## src/bounded_double_ended_queue_top_defines.svh

```systemverilog
// ----------------------------------------------------------------------------
// bounded_double_ended_queue_top_defines
// Assertion macros shared by the deque RTL.
// ----------------------------------------------------------------------------
`ifndef BOUNDED_DOUBLE_ENDED_QUEUE_TOP_DEFINES_SVH
`define BOUNDED_DOUBLE_ENDED_QUEUE_TOP_DEFINES_SVH

// Clocked property, disabled while reset is asserted.
`define BDQ_ASSERT(label, prop, msg) \
	label: assert property (@(posedge clk) disable iff (!arst_n) (prop)) else $error(msg);

// Condition that must never hold at a clock edge.
`define BDQ_NEVER(label, cond, msg) \
	label: assert property (@(posedge clk) disable iff (!arst_n) !(cond)) else $error(msg);

`endif

```

## src/bdq_pkg.sv

```systemverilog
// ----------------------------------------------------------------------------
// bdq_pkg
// Shared constants, types and action codes of the bounded deque.
// ----------------------------------------------------------------------------
package bdq_pkg;

	localparam int DEPTH      = 16;
	localparam int VALUE_BITS = 32;
	localparam int IDX_W      = $clog2(DEPTH);
	localparam int CNT_W      = $clog2(DEPTH + 1);
	localparam int CAP_W      = 5;
	localparam int ADDR_W     = 3;
	localparam int DATA_W     = 32;

	typedef logic signed [VALUE_BITS-1:0] value_t;
	typedef logic [IDX_W-1:0]             idx_t;
	typedef logic [CNT_W-1:0]             cnt_t;
	typedef logic [CAP_W-1:0]             cap_t;
	typedef logic [1:0]                   action_t;

	localparam action_t ACT_PUSH_BACK  = 2'd0;
	localparam action_t ACT_PUSH_FRONT = 2'd1;
	localparam action_t ACT_POP_FRONT  = 2'd2;
	localparam action_t ACT_POP_BACK   = 2'd3;

	localparam logic REG_CAPACITY = 1'b0;

	// Controller to datapath commands.
	typedef struct packed {
		logic latch;
		logic exec;
		logic respond;
	} bdq_cmd_t;

endpackage

```

## src/bdq_ctrl.sv

```systemverilog
// ----------------------------------------------------------------------------
// bdq_ctrl
// Sequencer: accept a transaction, run the execute state, then the response state.
// ----------------------------------------------------------------------------
`include "bounded_double_ended_queue_top_defines.svh"

module bdq_ctrl (
	input  logic              clk,
	input  logic              arst_n,
	input  logic              start,
	output logic              busy,
	output bdq_pkg::bdq_cmd_t cmd
);
	import bdq_pkg::*;

	localparam logic [1:0] S_IDLE = 2'd0;
	localparam logic [1:0] S_EXEC = 2'd1;
	localparam logic [1:0] S_RESP = 2'd2;

	logic [1:0] state_q;
	logic [1:0] state_d;
	logic       accept;

	assign busy        = (state_q == S_EXEC);
	assign accept      = start && !busy;
	assign cmd.latch   = accept;
	assign cmd.exec    = (state_q == S_EXEC);
	assign cmd.respond = (state_q == S_RESP);

	always_comb begin
		unique case (state_q)
			S_IDLE:  state_d = accept ? S_EXEC : S_IDLE;
			S_EXEC:  state_d = S_RESP;
			S_RESP:  state_d = accept ? S_EXEC : S_IDLE;
			default: state_d = S_IDLE;
		endcase
	end

	always_ff @(posedge clk or negedge arst_n) begin
		if (!arst_n) begin
			state_q <= S_IDLE;
		end else begin
			state_q <= state_d;
		end
	end

	`BDQ_ASSERT(a_accept_busy, accept |=> busy, "accepted transaction did not enter execute")
	`BDQ_ASSERT(a_resp_after_exec, (state_q == S_RESP) |-> ($past(state_q) == S_EXEC),
		"response without an execute cycle")
	`BDQ_ASSERT(a_single_resp, cmd.respond |=> !cmd.respond, "response held over two cycles")

endmodule

```

## src/bdq_dpath.sv

```systemverilog
// ----------------------------------------------------------------------------
// bdq_dpath
// Ring store, head index, entry count and result registers of the deque.
// ----------------------------------------------------------------------------
`include "bounded_double_ended_queue_top_defines.svh"

module bdq_dpath (
	input  logic              clk,
	input  logic              arst_n,
	input  bdq_pkg::bdq_cmd_t cmd,
	input  bdq_pkg::action_t  action,
	input  bdq_pkg::value_t   push_value,
	input  bdq_pkg::cap_t     capacity,
	output bdq_pkg::value_t   popped_value,
	output logic              refused,
	output bdq_pkg::cnt_t     count_after,
	output logic              is_empty,
	output logic              is_full
);
	import bdq_pkg::*;

	value_t  mem [DEPTH];

	action_t act_q;
	value_t  val_q;
	idx_t    head_q;
	cnt_t    count_q;
	value_t  rd_data_q;
	logic    refused_q;
	logic    pop_ok_q;

	cnt_t    eff_cap;
	logic    is_push;
	logic    at_cap;
	logic    none;
	logic    push_ok;
	logic    pop_ok;
	idx_t    head_m1;
	idx_t    tail;
	idx_t    back;
	idx_t    wr_addr;
	idx_t    rd_addr;

	// Effective capacity is the register clipped to the ring depth.
	assign eff_cap = (cnt_t'(capacity) > cnt_t'(DEPTH)) ? cnt_t'(DEPTH) : cnt_t'(capacity);
	assign is_push = !act_q[1];
	assign at_cap  = (count_q >= eff_cap);
	assign none    = (count_q == '0);
	assign push_ok = is_push && !at_cap;
	assign pop_ok  = !is_push && !none;
	assign head_m1 = head_q - idx_t'(1);
	assign tail    = head_q + count_q[IDX_W-1:0];
	assign back    = tail - idx_t'(1);
	assign wr_addr = (act_q == ACT_PUSH_FRONT) ? head_m1 : tail;
	assign rd_addr = (act_q == ACT_POP_FRONT) ? head_q : back;

	always_ff @(posedge clk) begin
		if (cmd.latch) begin
			act_q <= action;
			val_q <= push_value;
		end
	end

	always_ff @(posedge clk) begin
		if (cmd.exec && push_ok) begin
			mem[wr_addr] <= val_q;
		end
		if (cmd.exec) begin
			rd_data_q <= mem[rd_addr];
		end
	end

	always_ff @(posedge clk or negedge arst_n) begin
		if (!arst_n) begin
			head_q    <= '0;
			count_q   <= '0;
			refused_q <= 1'b0;
			pop_ok_q  <= 1'b0;
		end else if (cmd.exec) begin
			refused_q <= is_push ? at_cap : none;
			pop_ok_q  <= pop_ok;
			if (push_ok) begin
				count_q <= count_q + cnt_t'(1);
				if (act_q == ACT_PUSH_FRONT) begin
					head_q <= head_m1;
				end
			end else if (pop_ok) begin
				count_q <= count_q - cnt_t'(1);
				if (act_q == ACT_POP_FRONT) begin
					head_q <= head_q + idx_t'(1);
				end
			end
		end
	end

	// Result fields are valid while the controller drives respond.
	always_comb begin
		if (pop_ok_q) begin
			popped_value = rd_data_q;
		end else if (refused_q && act_q[1]) begin
			popped_value = '1;
		end else begin
			popped_value = '0;
		end
	end

	assign refused     = refused_q;
	assign count_after = count_q;
	assign is_empty    = none;
	assign is_full     = at_cap;

	`BDQ_NEVER(a_count_bound, count_q > cnt_t'(DEPTH), "entry count beyond ring depth")
	`BDQ_ASSERT(a_push_grows, (cmd.exec && push_ok) |=> (count_q == $past(count_q) + cnt_t'(1)),
		"accepted push did not grow the count")
	`BDQ_ASSERT(a_refuse_hold, (cmd.exec && !push_ok && !pop_ok) |=>
		($stable(count_q) && $stable(head_q)), "refused action moved the queue")

endmodule

```

## src/bounded_double_ended_queue_top.sv

```systemverilog
// ----------------------------------------------------------------------------
// bounded_double_ended_queue_top
// After the accepting edge the sequencer runs an execute state, then a respond
// state; done is high and the result is taken in the respond state.
// Start is taken again during the response state; busy refuses it only in the
// execute state, in which the ring store is accessed.
// The receiver cannot stall: each result is shown for exactly one cycle.
// Reset (arst_n low, asynchronous) empties the queue and clears capacity to 0.
// ----------------------------------------------------------------------------
module bounded_double_ended_queue_top (
	input  logic                           clk,
	input  logic                           arst_n,
	// command channel
	input  logic                           start,
	output logic                           busy,
	input  bdq_pkg::action_t               action,
	input  bdq_pkg::value_t                push_value,
	// result channel
	output logic                           done,
	output bdq_pkg::value_t                popped_value,
	output logic                           refused,
	output bdq_pkg::cnt_t                  count_after,
	output logic                           is_empty,
	output logic                           is_full,
	// configuration port
	input  logic                           psel,
	input  logic                           penable,
	input  logic                           pwrite,
	input  logic [bdq_pkg::ADDR_W-1:0]     paddr,
	input  logic [bdq_pkg::DATA_W-1:0]     pwdata,
	output logic [bdq_pkg::DATA_W-1:0]     prdata,
	output logic                           pready
);
	import bdq_pkg::*;

	bdq_cmd_t cmd;
	cap_t     capacity_q;
	logic     cfg_wr;

	// Register decode ignores the byte offset; bit 2 selects the word.
	assign pready = 1'b1;
	assign cfg_wr = psel && penable && pwrite && pready;

	// Capacity register: the user must write it only between transactions; the block does not enforce this, so no guard.
	always_ff @(posedge clk or negedge arst_n) begin
		if (!arst_n) begin
			capacity_q <= '0;
		end else if (cfg_wr && (paddr[2] == REG_CAPACITY)) begin
			capacity_q <= pwdata[CAP_W-1:0];
		end
	end

	// Read back capacity; the unused word reads as zero.
	always_comb begin
		if (paddr[2] == REG_CAPACITY) begin
			prdata = {{(DATA_W-CAP_W){1'b0}}, capacity_q};
		end else begin
			prdata = '0;
		end
	end

	// Sequencer: accept, execute, respond.
	bdq_ctrl u_ctrl (
		.clk    (clk),
		.arst_n (arst_n),
		.start  (start),
		.busy   (busy),
		.cmd    (cmd)
	);

	// Ring store and pointers; result fields hold during the respond cycle.
	bdq_dpath u_dpath (
		.clk          (clk),
		.arst_n       (arst_n),
		.cmd          (cmd),
		.action       (action),
		.push_value   (push_value),
		.capacity     (capacity_q),
		.popped_value (popped_value),
		.refused      (refused),
		.count_after  (count_after),
		.is_empty     (is_empty),
		.is_full      (is_full)
	);

	// Strobe the result for the single respond cycle.
	assign done = cmd.respond;

endmodule

```

## config.mk

```make
export PLATFORM = sky130hd
export DESIGN_NAME = bounded_double_ended_queue_top
export DESIGN_NICKNAME = d
export VERILOG_FILES = /design/src/bdq_pkg.sv /design/src/bdq_ctrl.sv /design/src/bdq_dpath.sv /design/src/bounded_double_ended_queue_top.sv
export VERILOG_INCLUDE_DIRS = /design/src /design/src/src
export SDC_FILE = /design/constraint.sdc
export NUM_CORES = 1
export LEC_CHECK = 0
export ABC_CLOCK_PERIOD_IN_PS = 3800
export BUFFER_PORTS_ARGS = -buffer_cell sky130_fd_sc_hd__buf_2
export CAP_MARGIN = 20
export CORE_MARGIN = 3
export CORE_UTILIZATION = 54
export DETAILED_ROUTE_END_ITERATION = 10
export PLACE_DENSITY = 0.83
export SETUP_SLACK_MARGIN = 0.02
export SLEW_MARGIN = 20
export SYNTH_ARGS = -nofsm -noshare
export SYNTH_HDL_FRONTEND = slang
export SYNTH_HIERARCHICAL = 1
export SYNTH_SLANG_ARGS = --single-unit
```

## constraint.sdc

```tcl
create_clock -name clk -period 3.8 [get_ports clk]
set_input_delay 0.76 -clock clk [delete_from_list [all_inputs] [get_ports clk]]
set_output_delay 0.76 -clock clk [all_outputs]
set_load 0.01 [all_outputs]
```

==> parameters.txt, run 1 <==
Parameter                              Value

Die
  Die outline width    213 um
  DIE HEIGHT    213 um
  Number of top-level pins    150
  Area of the core    42200 um2
  Initial cell density of the core    55.0%
  Core Rows    75
  Area enclosed by the die boundary    45500 um2

Clocking
  CTS buffer count    56
  CTS tree    yes
  Clock latency at the later pin of the worst-skew pair    0.61 ns
  Number of buffers between clock root and the deepest sink    3
  H-Tree Level Count    2
  Clock-pin slew reported for the worst setup and hold paths after clock tree synthesis    0.06 ns
  Clock Root Buffer    sky130_fd_sc_hd__clkbuf_16
  Setup fix buffers added after clock tree synthesis    0
  Hold bufs inserted after CTS    0
  TritonCTS Sinks    596
  Count of cells resized by post-cts repair    0

Timing
  Final Max Slew Viols    0
  Setup clock skew after layout    0.0227 ns
  Relative slew slack    44.1%
  Unrepaired setup endpoints after global routing    false
  Peak Freq    278 MHz
  Total negative setup slack    0 ns
  Count of final hold-check violations    0
  Number of setup violations in the final report    0
  Ratio of final minimum period to clock period    94.6%
  Transition time at the pin with the least slew margin    0.835 ns
  Final critical-path setup slack    0.205 ns
  Min Tclk post-route    3.59 ns

Detailed routing
  Remaining DRCs    0
  Routed WL per cell    28.7 um
  Final routed wirelength across all metal layers    50.9 mm
  Via count    11000
  Drt first pass iters    5
  Via density per instance    6.22
  Routed Antenna Nets    0
  Initial drt markers    1282

Synth
  Netlist area before placement    23200 um2
  Register bit total from synthesis    596
  Number of distinct library cell variants in the gate-level netlist after synthesis    41
  Syn Area/Cell    22.2 um2
  Commonest register cell after synthesis    sky130_fd_sc_hd__edfxtp_1
  Async SR Flop Fraction    3.02%
  Number of flops mapped to enable cells by yosys    578
  Sequential fraction of the synthesis area    76.7%
  Number of synthesis warnings    6
  Post-synth top area share    74.8%
  Top area cells in the synthesized netlist    sky130_fd_sc_hd__edfxtp_1 (75%), sky130_fd_sc_hd__mux4_2 (16%), sky130_fd_sc_hd__dfrtp_1 (1.9%), sky130_fd_sc_hd__nand2_1 (1.4%), sky130_fd_sc_hd__buf_4 (1.3%)
  Synth Instances    1046
  Cell taking the most area after synthesis    sky130_fd_sc_hd__edfxtp_1

Global route
  Largest net degree at the start of global routing    49
  Total gr overflow    0
  Initial antenna violation count    1
  Global-route wire length before repair    75.6 mm
  GRT Overall Usage    23.3%
  Vias in the first global route    11600

Worst setup path
  Library cell contributing the largest single delay on the critical path    sky130_fd_sc_hd__dfrtp_1
  Type of element launching the critical path    register
  Count of buffer and inverter cells on the critical path    2
  Kind of capture point of the worst setup path    register
  Largest delay contributor family on the critical path    adder cells
  Setup Crit Path Kind    register to register
  Required arrival time at the worst endpoint    4.13 ns
  Biggest cell delay along the critical path    0.53 ns
  Worst endpoint data arrival time    3.92 ns
  List of cells traversed by the critical path    ha_1 > inv_1 > fa_1 > ha_1 > a21oi_4 > buf_12 > mux4_2 > mux4_2
  Worst setup slack for register-to-register paths    0.21 ns
  Largest fanout on the critical path    48

Flow run
  Total of max-cap violations    0

Layout
  # diodes    0
  Post-route design area    26600 um2
  P&R area growth vs syn    14.7%
  Fraction of final layout cells sized beyond drive strength 1    33.4%
  Count of nets after finishing    1282

Power and ir drop
  Final Power    23.9 mW
  Largest vdd supply drop    1.09 mV
  Lkg Pwr    8.91 nW
  Ratio of total power to cell area    900 nW/um2

Placed design
  Placement-stage cell area    24800 um2
  Count of input and output buffers    92
  Final GP Congestion    0.769
  Worst setup slack after placement    0.197 ns
  Detailed placement HPWL    26.0 mm

Min path
  Path category of the worst min-delay check    input port to async pin

Outcome
  Run status    complete, no violations
-- synthesized netlist by cell type, drive strengths merged (2+ instances only) --
master and n:
fa 2, nand3 2, nor3 3, inv 10, o31ai 2, nand2 88, nor2 19, xnor2 9
dfrtp 18, and3 2, o21ai 9, xor2 6, edfxtp 578, a21o 8, mux2 8, and2b 7
nand2b 5, clkbuf 24, conb 2, a21oi 5, buf 50, ha 14, mux4 160, nor2b 4
-- state kept, by name, summed over array words and instances, names as in the netlist --
register and count:
u_dpath/mem 512, u_dpath/val_q 32, u_dpath/pop_ok_q 1, u_dpath/count_after 5
u_dpath/head_q 4, capacity_q 5, u_ctrl/state_q 2, u_dpath/rd_data_q 32
u_dpath/act_q 2, u_dpath/refused 1
-- cells in the final DEF (no fill, tap or decap), types with 11 or more instances in the layout --
cell / n
sky130_fd_sc_hd__nand2_1: 88
sky130_fd_sc_hd__mux4_2: 160
sky130_fd_sc_hd__buf_4: 18
sky130_fd_sc_hd__edfxtp_1: 578
sky130_fd_sc_hd__dfrtp_1: 18
sky130_fd_sc_hd__clkbuf_16: 57
sky130_fd_sc_hd__nor2_4: 16
sky130_fd_sc_hd__conb_1: 28
sky130_fd_sc_hd__clkinv_1: 11
sky130_fd_sc_hd__buf_12: 25
sky130_fd_sc_hd__ha_1: 14
sky130_fd_sc_hd__clkbuf_1: 13
sky130_fd_sc_hd__buf_2: 92
-- metal layers --
| metal | up-vias | part of all wire [%] | track usage, % |
|---|---|---|---|
| li1 | 4529 | - | - |
| met3 | 123 | 9.6 | 5.30 |
| met5 | - | 0.014 | 0 |
| met4 | 2 | 3.0 | 8.48 |
| met2 | 644 | 50 | 38.0 |
| met1 | 5744 | 37 | 31.5 |
-- cell type report --
type / count / area, um2
well taps: 539 / 674
flip-flops and latches: 596 / 17800
multi-input cells: 392 / 5150
clock inverters: 33 / 373
clock buffers: 70 / 1480
fillers: 2700 / 15600
inverters: 10 / 37.5
repair buffers: 135 / 1100
-- kinds of logic after synthesis --
logic type	Yosys count	synth area share [%]
fa+ha+maj	16	0.927
other cells	2	0.0324
simple gates	136	2.71
mux	169	16.0
buf+inv	84	2.26
flops	596	76.7
compound gates	28	0.820
xor+xnor	15	0.566
-- power by group --
part	leakage, nW	internal (mW)	switching, mW	total, mW
clock	0.900	3.23	2.39	5.63
sequential	5.45	8.02	0.303	8.32
combinational	2.56	5.07	4.93	10.0
-- worst paths after layout --
| kind | from | to | cells after the start |
|---|---|---|---|
| min in group clk | push_value[28] | u_dpath/val_q[28]$_DFFE_PP_ | 1 |
| min | arst_n | u_dpath/count_after[2]$_DFFE_PN0P_ | 1 |
| max reg2reg | u_dpath/count_after[0]$_DFFE_PN0P_ | u_dpath/rd_data_q[11]$_DFFE_PP_ | 8 |
| max | u_dpath/count_after[0]$_DFFE_PN0P_ | u_dpath/rd_data_q[11]$_DFFE_PP_ | 8 |
| max in group asynchronous | arst_n | u_ctrl/state_q[1]$_DFF_PN0_ | 1 |
| min reg2reg | capacity_q[0]$_DFFE_PN0P_ | capacity_q[0]$_DFFE_PN0P_ | 1 |
-- per-stage QoR --
step | cells | utilization, % | hold WS, ns
after detailed placement | 1672 | 58.6 | 0.516
after global routing | 1775 | 63.0 | 0.105
after floorplan | 1072 | - | 0.464
final | 1775 | 63.0 | 0.0903
after global placement | 1672 | 58.6 | 0.513
after CTS | 1775 | 63.0 | 0.0849
Power figures use the tool's default switching activity.
==> run 2: changes to the inputs <==
HOLD_SLACK_MARGIN = 0.02   (was not set)
PLACE_DENSITY = 0.73   (was 0.83)
==> run 2 against run 1 <==
Effect of this change: critical endpoint is now u_dpath/rd_data_q[13]$_DFFE_PP_; critical path depth increased by 1; highest routed layer is now met4; largest cell class unchanged; die area did not move; via count fell by 3.3%.
==> parameters.txt, run 2 (same netlist as run 1, synthesis figures left out) <==
Parameter                              Value

Outcome
  Run status    complete, no violations (unchanged)

Power and ir drop
  Lkg Pwr    8.90 nW (was 8.91 nW)
  Largest vdd supply drop    0.831 mV (was 1.09 mV)
  Ratio of total power to cell area    888 nW/um2 (was 900 nW/um2)

Timing
  Setup clock skew after layout    0.0121 ns (was 0.0227 ns)
  Transition time at the pin with the least slew margin    0.986 ns (was 0.835 ns)
  Number of setup violations in the final report    0 (unchanged)
  Peak Freq    285 MHz (was 278 MHz)
  Min Tclk post-route    3.50 ns (was 3.59 ns)
  Ratio of final minimum period to clock period    92.2% (was 94.6%)
  Count of final hold-check violations    0 (unchanged)
  Total negative setup slack    0 ns (unchanged)
  Relative slew slack    34.0% (was 44.1%)
  Final Max Slew Viols    0 (unchanged)
  Unrepaired setup endpoints after global routing    false (unchanged)

Clocking
  CTS buffer count    57 (was 56)
  TritonCTS Sinks    596 (unchanged)
  Setup fix buffers added after clock tree synthesis    0 (unchanged)
  H-Tree Level Count    2 (unchanged)
  Hold bufs inserted after CTS    0 (unchanged)
  Clock latency at the later pin of the worst-skew pair    0.60 ns (was 0.61 ns)
  Count of cells resized by post-cts repair    0 (unchanged)
  Number of buffers between clock root and the deepest sink    3 (unchanged)
  Clock-pin slew reported for the worst setup and hold paths after clock tree synthesis    0.07 ns (was 0.06 ns)
  CTS tree    yes (unchanged)
  Clock Root Buffer    sky130_fd_sc_hd__clkbuf_16 (unchanged)

Worst setup path
  Worst setup slack for register-to-register paths    0.30 ns (was 0.21 ns)
  Worst endpoint data arrival time    3.84 ns (was 3.92 ns)
  Startpoint of the most critical register-to-register path    u_dpath/head_q[0]$_DFFE_PN0P_ (was u_dpath/count_after[0]$_DFFE_PN0P_)
  Kind of capture point of the worst setup path    register (unchanged)
  Setup Crit Path Kind    register to register (unchanged)
  Type of element launching the critical path    register (unchanged)
  Reg2reg path depth    9 (was 8)
  Required arrival time at the worst endpoint    4.13 ns (about the same)
  Largest fanout on the critical path    33 (was 48)
  Reg-to-Reg End    u_dpath/rd_data_q[13]$_DFFE_PP_ (was u_dpath/rd_data_q[11]$_DFFE_PP_)

Layout
  Number of cells in the finished layout apart from fillers    1781 (was 1775)
  Number of flip-flops under the largest register name    512 (unchanged)
  Registers with the most flip-flops    u_dpath/mem (512), u_dpath/rd_data_q (32), u_dpath/val_q (32) (unchanged)
  Most frequent cells in the layout    sky130_fd_sc_hd__edfxtp_1 (578), sky130_fd_sc_hd__mux4_2 (160), sky130_fd_sc_hd__buf_2 (92) (unchanged)
  Most common cell after layout, fill and taps aside    sky130_fd_sc_hd__edfxtp_1 (unchanged)
  Count of nets after finishing    1290 (was 1282)
  Largest register by flop count    u_dpath/mem (unchanged)
  P&R area growth vs syn    14.4% (was 14.7%)
  # diodes    0 (unchanged)
  Fraction of final layout cells sized beyond drive strength 1    33.5% (was 33.4%)

Global route
  Largest net degree at the start of global routing    40 (was 49)
  Vias in the first global route    11100 (was 11600)
  Global-route wire length before repair    72.0 mm (was 75.6 mm)
  GRT Overall Usage    22.1% (was 23.3%)
  Total gr overflow    0 (unchanged)
  Initial antenna violation count    0 (was 1)

Flow run
  Total of max-cap violations    0 (unchanged)

Die
  Area enclosed by the die boundary    45500 um2 (unchanged)
  Initial cell density of the core    55.0% (unchanged)
  Number of top-level pins    150 (unchanged)
  DIE HEIGHT    213 um (unchanged)
  Area of the core    42200 um2 (unchanged)
  Die outline width    213 um (unchanged)
  Core Rows    75 (unchanged)

Detailed routing
  Initial drt markers    1014 (was 1282)
  Routed Antenna Nets    0 (unchanged)
  Routed WL per cell    27.0 um (was 28.7 um)
  Remaining DRCs    0 (unchanged)
  Via density per instance    5.99 (was 6.22)
  Via count    10700 (was 11000)
  Final routed wirelength across all metal layers    48.1 mm (was 50.9 mm)
  Drt first pass iters    4 (was 5)

Placed design
  Count of input and output buffers    92 (unchanged)
  Number of placed cells counting well taps    1679 (was 1672)
  Final GP Congestion    0.733 (was 0.769)
  Detailed placement HPWL    25.7 mm (was 26.0 mm)

Min path
  Path category of the worst min-delay check    input port to async pin (unchanged)
-- run 2: cell types whose count changed in the layout (fill, tap and decap cells not counted), sizes merged --
cell and change:
clkinvlp +1, bufinv -3, clkinv -2, inv +3, buf +7
-- run 2: power breakdown --
group / switching (mW) / total (mW) / internal, mW
Combinational: 4.68 / 9.86 / 5.18
Clock: 2.33 / 5.40 / 3.07
Sequential: 0.308 / 8.33 / 8.02
Total: 7.32 / 23.6 / 16.3
-- run 2: worst max path at each step --
stage	start	to	slack, ns
global route	u_dpath/count_after[0]$_DFFE_PN0P_	u_dpath/mem[11][8]$_DFFE_PP_	0.21
finish	u_dpath/head_q[0]$_DFFE_PN0P_	u_dpath/rd_data_q[13]$_DFFE_PP_	0.30
CTS	u_dpath/head_q[0]$_DFFE_PN0P_	u_dpath/rd_data_q[13]$_DFFE_PP_	0.30
global placement	u_dpath/count_after[0]$_DFFE_PN0P_	u_dpath/rd_data_q[13]$_DFFE_PP_	0.40
detailed placement	u_dpath/count_after[0]$_DFFE_PN0P_	u_dpath/rd_data_q[13]$_DFFE_PP_	0.33
floorplan	u_dpath/count_after[0]$_DFFE_PN0P_	u_dpath/mem[11][0]$_DFFE_PP_	-0.03
-- run 2: metal layers --
layer	share of wire (%)	track usage [%]
met5	0	0
met4	2.6	6.88
met3	7.1	3.34
met2	51	36.5
met1	40	31.3
-- run 2: final cells by class --
type	instances	area [um2]
flip-flops and latches	596	17800
fillers	2846	15700
multi-input cells	392	5150
clock buffers	70	1500
repair buffers	142	1110
well taps	539	674
clock inverters	32	280
inverters	10	37.5
-- run 2: metrics by stage --
stage	power [mW]	setup slack [ns]	hold WS (ns)	util [%]	area, um2
2_1_floorplan	15.7	-0.0291	0.464	-	23300
3_3_place_gp	18.3	0.398	0.536	58.7	24800
3_5_place_dp	18.4	0.327	0.531	58.7	24800
4_1_cts	23.9	0.300	0.0699	62.9	26600
5_1_grt	24.7	0.213	0.0940	62.9	26600
6_report	23.6	0.296	0.0884	62.9	26600
-- run 2: critical path, cell delays in order (launching register included) --
cell and delay [ns]:
sky130_fd_sc_hd__dfrtp_1 0.51, sky130_fd_sc_hd__ha_1 0.23, sky130_fd_sc_hd__inv_1 0.06, sky130_fd_sc_hd__fa_1 0.52, sky130_fd_sc_hd__ha_1 0.36, sky130_fd_sc_hd__a21oi_4 0.16
sky130_fd_sc_hd__buf_12 0.22, sky130_fd_sc_hd__buf_12 0.25, sky130_fd_sc_hd__mux4_2 0.36, sky130_fd_sc_hd__mux4_2 0.51
